<file path="src/hdl/tmfp_pkg.sv">
// ----------------------------------------------------------------------------
// tmfp_pkg
// Shared types and constants for the tile-map format parser.
// ----------------------------------------------------------------------------
package tmfp_pkg;

  // Parser phases
  typedef enum logic [3:0] {
    PH_MAGIC    = 4'd0,
    PH_VERSION  = 4'd1,
    PH_TOPO     = 4'd2,
    PH_LAYERS   = 4'd3,
    PH_RESERVED = 4'd4,
    PH_WIDTH    = 4'd5,
    PH_HEIGHT   = 4'd6,
    PH_NAMELEN  = 4'd7,
    PH_NAMECHAR = 4'd8,
    PH_TILE     = 4'd9,
    PH_ELEV     = 4'd10,
    PH_FLAGS    = 4'd11,
    PH_DONE     = 4'd12
  } phase_e;

  // Record kinds
  typedef enum logic [2:0] {
    K_HEADER    = 3'd0,
    K_NAME_LEN  = 3'd1,
    K_NAME_CHAR = 3'd2,
    K_TILE      = 3'd3,
    K_ELEV      = 3'd4,
    K_FLAGS     = 3'd5,
    K_ACCEPT    = 3'd6,
    K_REJECT    = 3'd7
  } kind_e;

  // Reject codes
  typedef enum logic [2:0] {
    E_MAGIC     = 3'd0,
    E_VERSION   = 3'd1,
    E_TOPOLOGY  = 3'd2,
    E_NO_LAYERS = 3'd3,
    E_SIZE      = 3'd4,
    E_TRUNCATED = 3'd5,
    E_TRAILING  = 3'd6
  } err_e;

  localparam logic [7:0] MagicB = 8'h42;
  localparam logic [7:0] MagicT = 8'h54;
  localparam logic [7:0] MagicI = 8'h49;
  localparam logic [7:0] MagicL = 8'h4C;
  localparam logic [7:0] FormatVersion = 8'd1;

  // Output queue depth (two entries per byte must always fit)
  localparam int unsigned OutDepth = 4;

  // One result word
  typedef struct packed {
    kind_e        kind;
    logic [31:0]  value;
    logic [7:0]   layer_index;
    logic [61:0]  position;
    logic         topology;
    logic [7:0]   layers_total;
    logic [30:0]  grid_width;
    logic [30:0]  grid_height;
    err_e         error_code;
    logic         last;
  } rec_t;

  // Push request from the parser core to the output queue
  typedef struct packed {
    logic [1:0] cnt;
    rec_t       rec0;
    rec_t       rec1;
  } push_t;

  function automatic logic [7:0] magic_byte(input logic [1:0] idx);
    logic [7:0] r;
    case (idx)
      2'd0:    r = MagicB;
      2'd1:    r = MagicT;
      2'd2:    r = MagicI;
      default: r = MagicL;
    endcase
    return r;
  endfunction

endpackage

</file>
<file path="src/hdl/tile_map_format_parser_unit.sv">
// ----------------------------------------------------------------------------
// tile_map_format_parser_unit
// Tile-map byte stream parser with field records and accept/reject verdict.
// ----------------------------------------------------------------------------
// Input channel: one stream byte per word (data_byte_i, end_of_stream_i on
// the final byte), valid/ready. Output channel: one record per word,
// valid/ready, with last_o on the final record caused by a byte.
// A byte is parsed in the cycle it is taken; its records (none, one or two)
// sit in a four-word queue and show on the output from the next cycle.
// Throughput is one byte per cycle while the queue has room; a byte giving
// two records adds two queue words, so input ready drops while the queue
// holds more than two.
// Output stalls back-pressure the input only through that queue fill level.
// Reset empties the queue and puts the parser at the magic of a new stream;
// after each end byte the parser restarts by itself.
// ----------------------------------------------------------------------------
module tile_map_format_parser_unit #(
  parameter int unsigned QueueDepth = tmfp_pkg::OutDepth
) (
  input  logic        clk_i,
  input  logic        rst_ni,
  input  logic        in_valid_i,
  output logic        in_ready_o,
  input  logic [7:0]  data_byte_i,
  input  logic        end_of_stream_i,
  output logic        out_valid_o,
  input  logic        out_ready_i,
  output logic [2:0]  kind_o,
  output logic [31:0] value_o,
  output logic [7:0]  layer_index_o,
  output logic [61:0] position_o,
  output logic        topology_o,
  output logic [7:0]  layers_total_o,
  output logic [30:0] grid_width_o,
  output logic [30:0] grid_height_o,
  output logic [2:0]  error_code_o,
  output logic        last_o
);

  tmfp_pkg::push_t push;
  tmfp_pkg::rec_t  head;
  logic            room;
  logic            accept;

  assign in_ready_o = room;
  assign accept     = in_valid_i && room;

  tmfp_core u_core (
    .clk_i           (clk_i),
    .rst_ni          (rst_ni),
    .accept_i        (accept),
    .data_byte_i     (data_byte_i),
    .end_of_stream_i (end_of_stream_i),
    .push_o          (push)
  );

  tmfp_outq #(.Depth(QueueDepth)) u_outq (
    .clk_i       (clk_i),
    .rst_ni      (rst_ni),
    .push_i      (push),
    .room_o      (room),
    .out_valid_o (out_valid_o),
    .out_ready_i (out_ready_i),
    .head_o      (head)
  );

  // Unpack head word
  assign kind_o         = head.kind;
  assign value_o        = head.value;
  assign layer_index_o  = head.layer_index;
  assign position_o     = head.position;
  assign topology_o     = head.topology;
  assign layers_total_o = head.layers_total;
  assign grid_width_o   = head.grid_width;
  assign grid_height_o  = head.grid_height;
  assign error_code_o   = head.error_code;
  assign last_o         = head.last;

endmodule

</file>
<file path="src/hdl/tmfp_core.sv">
// ----------------------------------------------------------------------------
// tmfp_core
// Parser state and one-byte step logic; emits up to two result words.
// ----------------------------------------------------------------------------
module tmfp_core (
  input  logic              clk_i,
  input  logic              rst_ni,
  input  logic              accept_i,
  input  logic [7:0]        data_byte_i,
  input  logic              end_of_stream_i,
  output tmfp_pkg::push_t   push_o
);

  tmfp_pkg::phase_e phase_q, phase_d;
  logic [2:0]  fbc_q, fbc_d;
  logic [31:0] shift_q, shift_d;
  logic        topo_q, topo_d;
  logic [7:0]  lcs_q, lcs_d;
  logic [31:0] width_q, width_d;
  logic [31:0] height_q, height_d;
  logic [61:0] cell_total_q;
  logic [7:0]  lc_q, lc_d;
  logic [61:0] cc_q, cc_d;
  logic [15:0] nrem_q, nrem_d;
  logic [15:0] npos_q, npos_d;
  logic        drain_q, drain_d;

  logic [31:0] shift_new;
  logic [2:0]  fbc_inc;
  logic [61:0] cc_inc;
  logic [7:0]  lc_inc;
  logic        err_v, fld_v, term_v, reset_all;
  tmfp_pkg::err_e err_c;
  tmfp_pkg::rec_t fld_rec, term_rec;

  // Step logic
  always_comb begin
    phase_d   = phase_q;
    fbc_d     = fbc_q;
    shift_d   = shift_q;
    topo_d    = topo_q;
    lcs_d     = lcs_q;
    width_d   = width_q;
    height_d  = height_q;
    lc_d      = lc_q;
    cc_d      = cc_q;
    nrem_d    = nrem_q;
    npos_d    = npos_q;
    drain_d   = drain_q;
    err_v     = 1'b0;
    err_c     = tmfp_pkg::E_MAGIC;
    fld_v     = 1'b0;
    term_v    = 1'b0;
    reset_all = 1'b0;
    fld_rec   = '0;
    term_rec  = '0;
    shift_new = shift_q | ({24'd0, data_byte_i} << {fbc_q[1:0], 3'b000});
    fbc_inc   = fbc_q + 3'd1;
    cc_inc    = cc_q + 62'd1;
    lc_inc    = lc_q + 8'd1;

    if (drain_q) begin
      reset_all = end_of_stream_i;
    end else begin
      unique case (phase_q)
        tmfp_pkg::PH_MAGIC: begin
          if (data_byte_i != tmfp_pkg::magic_byte(fbc_q[1:0])) begin
            err_v = 1'b1;
            err_c = tmfp_pkg::E_MAGIC;
          end else if (fbc_inc >= 3'd4) begin
            fbc_d   = '0;
            phase_d = tmfp_pkg::PH_VERSION;
          end else begin
            fbc_d = fbc_inc;
          end
        end
        tmfp_pkg::PH_VERSION: begin
          if (data_byte_i != tmfp_pkg::FormatVersion) begin
            err_v = 1'b1;
            err_c = tmfp_pkg::E_VERSION;
          end else begin
            phase_d = tmfp_pkg::PH_TOPO;
          end
        end
        tmfp_pkg::PH_TOPO: begin
          if (data_byte_i > 8'd1) begin
            err_v = 1'b1;
            err_c = tmfp_pkg::E_TOPOLOGY;
          end else begin
            topo_d  = data_byte_i[0];
            phase_d = tmfp_pkg::PH_LAYERS;
          end
        end
        tmfp_pkg::PH_LAYERS: begin
          if (data_byte_i == 8'd0) begin
            err_v = 1'b1;
            err_c = tmfp_pkg::E_NO_LAYERS;
          end else begin
            lcs_d   = data_byte_i;
            phase_d = tmfp_pkg::PH_RESERVED;
          end
        end
        tmfp_pkg::PH_RESERVED: phase_d = tmfp_pkg::PH_WIDTH;
        tmfp_pkg::PH_WIDTH, tmfp_pkg::PH_HEIGHT: begin
          if (fbc_inc >= 3'd4) begin
            shift_d = '0;
            fbc_d   = '0;
            if (shift_new == 32'd0 || shift_new[31]) begin
              err_v = 1'b1;
              err_c = tmfp_pkg::E_SIZE;
            end else if (phase_q == tmfp_pkg::PH_WIDTH) begin
              width_d = shift_new;
              phase_d = tmfp_pkg::PH_HEIGHT;
            end else begin
              height_d             = shift_new;
              fld_v                = 1'b1;
              fld_rec.kind         = tmfp_pkg::K_HEADER;
              fld_rec.topology     = topo_q;
              fld_rec.layers_total = lcs_q;
              fld_rec.grid_width   = width_q[30:0];
              fld_rec.grid_height  = shift_new[30:0];
              lc_d                 = '0;
              phase_d              = tmfp_pkg::PH_NAMELEN;
            end
          end else begin
            shift_d = shift_new;
            fbc_d   = fbc_inc;
          end
        end
        tmfp_pkg::PH_NAMELEN: begin
          if (fbc_inc >= 3'd2) begin
            shift_d             = '0;
            fbc_d               = '0;
            fld_v               = 1'b1;
            fld_rec.kind        = tmfp_pkg::K_NAME_LEN;
            fld_rec.value       = {16'd0, shift_new[15:0]};
            fld_rec.layer_index = lc_q;
            nrem_d              = shift_new[15:0];
            npos_d              = '0;
            if (shift_new[15:0] == 16'd0) begin
              if (lc_inc == lcs_q) begin
                lc_d    = '0;
                cc_d    = '0;
                phase_d = tmfp_pkg::PH_TILE;
              end else begin
                lc_d    = lc_inc;
                phase_d = tmfp_pkg::PH_NAMELEN;
              end
            end else begin
              phase_d = tmfp_pkg::PH_NAMECHAR;
            end
          end else begin
            shift_d = shift_new;
            fbc_d   = fbc_inc;
          end
        end
        tmfp_pkg::PH_NAMECHAR: begin
          fld_v               = 1'b1;
          fld_rec.kind        = tmfp_pkg::K_NAME_CHAR;
          fld_rec.value       = {24'd0, data_byte_i};
          fld_rec.layer_index = lc_q;
          fld_rec.position    = {46'd0, npos_q};
          npos_d              = npos_q + 16'd1;
          nrem_d              = nrem_q - 16'd1;
          if (nrem_q == 16'd1) begin
            if (lc_inc == lcs_q) begin
              lc_d    = '0;
              cc_d    = '0;
              phase_d = tmfp_pkg::PH_TILE;
            end else begin
              lc_d    = lc_inc;
              phase_d = tmfp_pkg::PH_NAMELEN;
            end
          end
        end
        tmfp_pkg::PH_TILE, tmfp_pkg::PH_ELEV, tmfp_pkg::PH_FLAGS: begin
          if (fbc_inc >= ((phase_q == tmfp_pkg::PH_FLAGS) ? 3'd4 : 3'd2)) begin
            shift_d          = '0;
            fbc_d            = '0;
            fld_v            = 1'b1;
            fld_rec.value    = shift_new;
            fld_rec.position = cc_q;
            if (phase_q == tmfp_pkg::PH_TILE) begin
              fld_rec.kind        = tmfp_pkg::K_TILE;
              fld_rec.layer_index = lc_q;
            end else if (phase_q == tmfp_pkg::PH_ELEV) begin
              fld_rec.kind = tmfp_pkg::K_ELEV;
            end else begin
              fld_rec.kind = tmfp_pkg::K_FLAGS;
            end
            cc_d = cc_inc;
            if (cc_inc >= cell_total_q) begin
              cc_d = '0;
              if (phase_q == tmfp_pkg::PH_TILE) begin
                lc_d = lc_inc;
                if (lc_inc >= lcs_q) begin
                  lc_d    = '0;
                  phase_d = tmfp_pkg::PH_ELEV;
                end
              end else if (phase_q == tmfp_pkg::PH_ELEV) begin
                phase_d = tmfp_pkg::PH_FLAGS;
              end else begin
                phase_d = tmfp_pkg::PH_DONE;
              end
            end
          end else begin
            shift_d = shift_new;
            fbc_d   = fbc_inc;
          end
        end
        default: begin
          err_v = 1'b1;
          err_c = tmfp_pkg::E_TRAILING;
        end
      endcase

      // Terminal word
      if (err_v) begin
        term_v              = 1'b1;
        term_rec.kind       = tmfp_pkg::K_REJECT;
        term_rec.error_code = err_c;
        if (end_of_stream_i) reset_all = 1'b1;
        else drain_d = 1'b1;
      end else if (end_of_stream_i) begin
        term_v    = 1'b1;
        reset_all = 1'b1;
        if (phase_d == tmfp_pkg::PH_DONE) begin
          term_rec.kind = tmfp_pkg::K_ACCEPT;
        end else begin
          term_rec.kind       = tmfp_pkg::K_REJECT;
          term_rec.error_code = tmfp_pkg::E_TRUNCATED;
        end
      end
    end

    if (reset_all) begin
      phase_d  = tmfp_pkg::PH_MAGIC;
      fbc_d    = '0;
      shift_d  = '0;
      topo_d   = 1'b0;
      lcs_d    = '0;
      width_d  = '0;
      height_d = '0;
      lc_d     = '0;
      cc_d     = '0;
      nrem_d   = '0;
      npos_d   = '0;
      drain_d  = 1'b0;
    end

    if (term_v) term_rec.last = 1'b1;
    else fld_rec.last = 1'b1;
  end

  // Push request: field word first, terminal word second
  always_comb begin
    push_o.rec0 = fld_v ? fld_rec : term_rec;
    push_o.rec1 = term_rec;
    push_o.cnt  = accept_i ? ({1'b0, fld_v} + {1'b0, term_v}) : 2'd0;
  end

  // State registers
  always_ff @(posedge clk_i or negedge rst_ni) begin
    if (!rst_ni) begin
      phase_q  <= tmfp_pkg::PH_MAGIC;
      fbc_q    <= '0;
      shift_q  <= '0;
      topo_q   <= 1'b0;
      lcs_q    <= '0;
      width_q  <= '0;
      height_q <= '0;
      lc_q     <= '0;
      cc_q     <= '0;
      nrem_q   <= '0;
      npos_q   <= '0;
      drain_q  <= 1'b0;
    end else if (accept_i) begin
      phase_q  <= phase_d;
      fbc_q    <= fbc_d;
      shift_q  <= shift_d;
      topo_q   <= topo_d;
      lcs_q    <= lcs_d;
      width_q  <= width_d;
      height_q <= height_d;
      lc_q     <= lc_d;
      cc_q     <= cc_d;
      nrem_q   <= nrem_d;
      npos_q   <= npos_d;
      drain_q  <= drain_d;
    end
  end

  // Plane size; ready well before the first tile byte arrives
  always_ff @(posedge clk_i or negedge rst_ni) begin
    if (!rst_ni) begin
      cell_total_q <= '0;
    end else begin
      cell_total_q <= {31'd0, width_q[30:0]} * {31'd0, height_q[30:0]};
    end
  end

endmodule

</file>
<file path="src/hdl/tmfp_outq.sv">
// ----------------------------------------------------------------------------
// tmfp_outq
// Small result queue; takes up to two words per cycle, gives one.
// ----------------------------------------------------------------------------
module tmfp_outq #(
  parameter int unsigned Depth = tmfp_pkg::OutDepth
) (
  input  logic             clk_i,
  input  logic             rst_ni,
  input  tmfp_pkg::push_t  push_i,
  output logic             room_o,
  output logic             out_valid_o,
  input  logic             out_ready_i,
  output tmfp_pkg::rec_t   head_o
);

  localparam int unsigned AW = $clog2(Depth);
  localparam int unsigned CW = $clog2(Depth + 1);

  tmfp_pkg::rec_t mem_q [Depth];
  logic [AW-1:0] wr_q, rd_q, wr_p1;
  logic [CW-1:0] cnt_q;
  logic          pop;

  assign wr_p1       = wr_q + AW'(1);
  assign pop         = out_valid_o && out_ready_i;
  assign out_valid_o = (cnt_q != '0);
  assign room_o      = (cnt_q <= CW'(Depth - 2));
  assign head_o      = mem_q[rd_q];

  // Storage
  always_ff @(posedge clk_i) begin
    if (push_i.cnt != 2'd0) mem_q[wr_q] <= push_i.rec0;
    if (push_i.cnt == 2'd2) mem_q[wr_p1] <= push_i.rec1;
  end

  // Pointers and fill level
  always_ff @(posedge clk_i or negedge rst_ni) begin
    if (!rst_ni) begin
      wr_q  <= '0;
      rd_q  <= '0;
      cnt_q <= '0;
    end else begin
      wr_q  <= wr_q + AW'(push_i.cnt);
      if (pop) rd_q <= rd_q + AW'(1);
      cnt_q <= cnt_q + CW'(push_i.cnt) - CW'(pop);
    end
  end

  // Checks
  a_no_overfill: assert property (@(posedge clk_i) disable iff (!rst_ni)
    cnt_q <= CW'(Depth)) else $error("result queue overfilled");
  a_push_room: assert property (@(posedge clk_i) disable iff (!rst_ni)
    (push_i.cnt != 2'd0) |-> room_o) else $error("push without room");
  a_pop_drop: assert property (@(posedge clk_i) disable iff (!rst_ni)
    (pop && push_i.cnt == 2'd0) |=> (cnt_q == $past(cnt_q) - CW'(1)))
    else $error("fill level lost a pop");

endmodule
</file>
<file path="config.mk">
export PLATFORM = sky130hd
export DESIGN_NAME = tile_map_format_parser_unit
export DESIGN_NICKNAME = d
export VERILOG_FILES = /design/src/hdl/tmfp_pkg.sv /design/src/hdl/tile_map_format_parser_unit.sv /design/src/hdl/tmfp_core.sv /design/src/hdl/tmfp_outq.sv
export SDC_FILE = /design/constraint.sdc
export NUM_CORES = 2
export LEC_CHECK = 0
export BUFFER_PORTS_ARGS = -buffer_cell sky130_fd_sc_hd__buf_2
export CAP_MARGIN = 20
export CORE_MARGIN = 3
export CORE_UTILIZATION = 60
export DETAILED_ROUTE_END_ITERATION = 7
export GPL_TIMING_DRIVEN = 0
export PLACE_DENSITY = 0.77
export SETUP_SLACK_MARGIN = 0.5
export SYNTH_ARGS = -nofsm -noshare
export SYNTH_HDL_FRONTEND = slang
export SYNTH_HIERARCHICAL = 1
export SYNTH_SLANG_ARGS = --single-unit
export TNS_END_PERCENT = 1
</file>
<file path="constraint.sdc">
create_clock -name clk_i -period 49 [get_ports clk_i]
set_input_delay 9.8 -clock clk_i [delete_from_list [all_inputs] [get_ports clk_i]]
set_output_delay 9.8 -clock clk_i [all_outputs]
set_load 0.01 [all_outputs]
</file>
# After elaboration in Yosys (flattened, before gate mapping)
# Memory sizes are Yosys's and may differ from the RTL's.
# Cells that the tools add are included.
# W data, S select, Z words.
[totals]
ff_bits = 282
ram_bits = 720
in_bits = 13
out_inout_bits = 182
word_cells = 253
memories = 1
[classes]
add_sub_neg = 11
multipliers = 1
order_cmp = 7
eq_ne = 34
n_shift = 1
mux = 147
bitwise_logic = 1
n_reduce_logical = 34
[mem_list]
columns = ["memory", "depth", "width", "rd", "rd_ports_with_merged_regs", "wr", "line", "rtl"]
rows = [
  ["u_outq.mem_q", 4, 180, 1, 0, 2, "tmfp_outq.sv:20", "tmfp_pkg::rec_t mem_q [Depth];"],
]
[ops]
columns = ["op", "count"]
rows = [
  ["$mux W62", 8],
  ["$mux W31", 12],
  ["$mux W71", 4],
  ["$pmux W62 S3", 1],
  ["$mux W180", 1],
  ["$mux W176", 1],
  ["$mux W32", 5],
  ["$mux W8", 20],
  ["$pmux W62 S2", 1],
  ["$pmux W40 S3", 1],
  ["$mux W105", 1],
  ["$mux W16", 6],
  ["$pmux W32 S3", 1],
  ["$mux W4", 18],
  ["$pmux W16 S2", 2],
  ["$add A62 B1 Y62 const B", 1],
  ["$ge A62 B62 Y1", 1],
  ["$mul A31 B31 Y62", 1],
  ["$mux W3", 18],
  ["$mux W41", 1],
  ["$pmux W4 S9", 1],
  ["$mux W1", 35],
  ["$logic_not A32 Y1", 1],
  ["$or A32 B32 Y32", 1],
  ["other kinds (58)", 94],
]

# Logic depth before layout (Yosys ltp)
[depth]
depth_word = 15
ltp_mapped = 28
ltp_nobuf = 27

# Hierarchy
# Netlist, hierarchy kept.
[by_module_without_submodules]
columns = ["mod", "instances", "cells_per_inst", "area_per_inst_um2", "seq_area_each_um2"]
rows = [
  ["tmfp_core", 1, 5494, 48451.5, 6881.6],
  ["tmfp_outq", 1, 1781, 35773.1, 21795.9],
  ["tile_map_format_parser_unit", 1, 1, 6.3, 0.0],
]

# Least setup slack after synthesis
# No wires, ideal clock.
[synth_timing]
path_type = "input-to-reg"
start = "input data_byte_i[2]"
end = "memory u_outq/mem_q[0][0] (netlist bit), enable pin"
setup_ps = 969
arrival_time_ps = 24686
required_ps = 48031
setup_slack_ps = 23345
stages = 10
n_path_buf = 1
path_cell_list = "buf_2 or4_1 a2111o_1 o2111ai_1 o211a_1 a21oi_1 ha_1 and2_1 o21bai_1 o21ai_0"
[synth_lines]
columns = ["item", "line", "rtl"]
rows = [
  ["start: declaration", "tile_map_format_parser_unit.sv:24", "input logic [7:0] data_byte_i,"],
  ["end: declaration", "tmfp_outq.sv:20", ""],
]

==> summary.txt <==
Run status
  – Outcome: completed

Synthesis
  – Number of different library cells in the post-synthesis netlist: between 100 and 150
  – Proportion of synthesized flip-flops having asynchronous set or reset: between 20 and 30%
  – Post-synthesis cell area: between 0.08 and 0.09 mm2
  – Syn avg cell area: 11.6 um2
  – Biggest area consumer among synthesized cells: sky130_fd_sc_hd__edfxtp_1
  – Yosys warns: 6
  – Gate Count Post-Synth: about 7300
  – Top area cells in the synthesized netlist: sky130_fd_sc_hd__edfxtp_1 (26%), sky130_fd_sc_hd__fa_1 (20%), sky130_fd_sc_hd__dfrtp_1 (8.4%)
  – Sequential element share of the synthesized area: between 30% and 40%
  – Synth top area share: between 20 and 30%
  – Count of flip-flops with a built-in enable after synthesis: 720
  – Main flop type after synthesis: sky130_fd_sc_hd__edfxtp_1
  – Flip-flop and latch count after synthesis: approximately 1000

Route
  – Routed length per instance: 28.2 um
  – Number of DRC markers after the initial detailed-route iteration: approximately 7000
  – Iteration count of the initial detailed-routing pass: 6
  – Post-detailed-route via-to-cell ratio: 6.13
  – Post-route DRC violation count: 0
  – Overall via count from detail_route: approximately 60000
  – Final wirelength: around 280000 um
  – Post-route antenna net violation count: 0

Clock tree
  – Clock root cell: sky130_fd_sc_hd__clkbuf_16
  – Post-CTS setup buffer count: 0
  – # hold bufs at CTS: 0
  – CTS tree: done
  – Clock latency on the worst-skew pair: roughly 0.8 ns
  – Register clock-pin slew on the reported worst setup and hold paths: around 0.06 ns
  – PostCTS Resize Cnt: 0
  – Number of buffers added by the clock tree synthesis step: between 100 and 150
  – CTS H-Tree Depth: 3
  – Number of buffers on the longest clock path: 3
  – Clock Sinks: 1002

GRT
  – Vias in the first global route: roughly 62000
  – First-pass GRT wire length: just over 400000 um
  – Antenna violations before repair: 30
  – Maximum number of pins on one net before global-route repair: 104
  – Final global-route overflow total: 0
  – Total GRT Usage: roughly two fifths

Final layout
  – Layout cells sized above 1: about 20%
  – Area growth from synthesis to layout: 10.6%
  – Nets: 9025
  – Most common cell after layout, fill and taps aside: sky130_fd_sc_hd__inv_1
  – Commonest non-fill, non-tap cells in the layout: sky130_fd_sc_hd__inv_1 (905), sky130_fd_sc_hd__fa_1 (838), sky130_fd_sc_hd__edfxtp_1 (720), sky130_fd_sc_hd__nand2_1 (709), sky130_fd_sc_hd__and2_1 (533)

STA
  – Portion of the clock cycle consumed by the worst path in the final layout: 32.5%
  – RSZ-0062 raised after global routing: false
  – Relative max-transition margin: a little over an eighth
  – TNS Setup: 0 ns
  – Endpoints failing hold: 0
  – Slew of the pin with the lowest slew margin: around 1.3 ns
  – Worst-case clock skew: about 0.095 ns
  – Final setup viols: 0
  – Maximum clock frequency: around 63 MHz
  – Period minus WS final: roughly 16 ns
  – Final-report max-slew violation count: 0

Power
  – Areal power density over the cells: between 20 and 30 mW/mm2
  – Post-layout total power: 2.52 mW
  – Leak pwr: between 40 and 50 nW
  – VDD IR max: 0.0359 mV

Floorplanning
  – Chip Width: roughly 380 um
  – Rows: 136
  – Initial core utilization: roughly 61%
  – Die Footprint: 0.145 mm2
  – Chip height: 381 um
  – Core outline area: 0.139 mm2
  – Io pins: about 200

Flow run
  – Max-cap violation count: 0

Worst hold path
  – Min-delay worst type: reg2reg

Worst setup path
  – Data arrival time of the worst path: around 16 ns
  – Bufs and invs on worst path: 8
  – Startpoint types: input port
  – Worst endpoint required time: about 49 ns
  – Critical-path cell list: buf_2, clkbuf_1, a31oi_2, o311ai_0, nor4_1, a21boi_0, o211a_1, a21oi_1, ha_1, and2_1, and4bb_1, buf_2, buf_6, buf_6, o21bai_4, buf_12, buf_12, buf_12
  – Maximum fanout along the worst path: 28
  – Cell occurring most often along the worst timing path: sky130_fd_sc_hd__buf_12
  – Setup CP Type: in2reg
  – CP max stage delay: slightly above 0.9 ns
  – Kind of capture point of the worst setup path: register
  – Slowest cell on crit path: sky130_fd_sc_hd__a31oi_2
  – Largest delay share family, worst path: compound AO/OA/AOI/OAI gates

Place
  – Weighted congestion at the end of routability-driven global placement: 1.02
  – Post-detail-place hpwl: 213000 um
  – Number of port buffers: between 150 and 200
-- cell usage after synthesis, drive strengths merged (55+ instances only) --
cell and number:
a21oi 152, and3 109, buf 304, o21ai 255, xor2 55, clkbuf 303
nand2 709, dfrtp 282, nor2 227, a21o 68, inv 905, mux2 723
ha 342, edfxtp 720, mux4 180, fa 838, xnor2 80, nand3 71
and2 535
-- power by group --
| group | total (mW) | internal [mW] | switching [mW] |
|---|---|---|---|
| clock network | 0.823 | 0.456 | 0.367 |
| registers | 0.981 | 0.957 | 0.0243 |
| logic | 0.711 | 0.277 | 0.434 |
| total | 2.52 | 1.69 | 0.825 |
-- final timing paths --
kind / from / end / slack, ns / depth (start not counted)
max: data_byte_i[4] / u_outq/mem_q[2][107] / 33.07 / 18
min: u_core/npos_q[15] / u_core/npos_q[15] / 0.50 / 1
max reg2reg: u_core/width_q[12] / u_core/cell_total_q[53] / 39.42 / 25
min reg2reg: u_core/npos_q[15] / u_core/npos_q[15] / 0.50 / 1
max in group asynchronous: rst_ni / u_core/lc_q[1] / 38.45 / 3
min in group asynchronous: rst_ni / u_core/cell_total_q[47] / 9.04 / 1
-- stage by stage --
step | util, % | area, um2 | instances | hold slack (ns) | worst slack (ns)
after detailed placement | 64.6 | 89500 | 9576 | 0.489 | 32.66
after global routing | 67.3 | 93200 | 9795 | 0.515 | 33.08
after CTS | 67.2 | 93000 | 9782 | 0.498 | 33.38
after floorplan | - | 84900 | 7448 | 0.450 | 23.35
after global placement | 63.6 | 88200 | 9501 | 0.465 | 10.65
final | 67.3 | 93200 | 9807 | 0.501 | 33.07
-- cells by family after synthesis --
| logic type | Yosys count | share of synthesized area, % |
|---|---|---|
| AOI/OAI and AO/OA | 686 | 5.05 |
| adders and majority gates | 1180 | 25.0 |
| DFF | 1002 | 34.0 |
| other | 1 | 0.00445 |
| buffers and inverters | 1513 | 8.05 |
| muxes | 908 | 15.4 |
| xor gates and xnor gates | 135 | 1.40 |
| and+or+nand+nor | 1851 | 11.1 |
-- flip-flops by register name, indices dropped and copies added (netlist names) --
signal	cells
u_core/cc_q	62
u_core/phase_q	4
u_outq/wr_q	2
u_core/lc_q	8
u_core/npos_q	16
u_core/width_q	31
u_core/cell_total_q	62
u_core/nrem_q	16
u_outq/mem_q	720
u_core/shift_q	32
u_core/drain_q	1
u_core/lcs_q	8
u_core/height_q	31
u_outq/cnt_q	3
u_core/topo_q	1
u_core/fbc_q	3
u_outq/rd_q	2
-- cell type report --
class	count	area, um2
Fill cell	10500	45300
Inverter	906	3400
Multi-Input combinational cell	4933	49500
Antenna cell	17	42.5
Buffer	607	3380
Tap cell	1863	2330
Clock inverter	55	577
Sequential cell	1002	28700
Clock buffer	151	2980
Timing Repair Buffer	273	2300
-- layer usage --
layer | vias up | GRT usage [%] | routed length [um]
met5 | - | 0 | 52
met4 | 8 | 22.5 | 20100
met3 | 871 | 10.5 | 30600
met2 | 3555 | 58.1 | 124000
met1 | 30500 | 49.8 | 103000
li1 | 25200 | - | -
No activity file was read; power rests on OpenSTA's default activity.
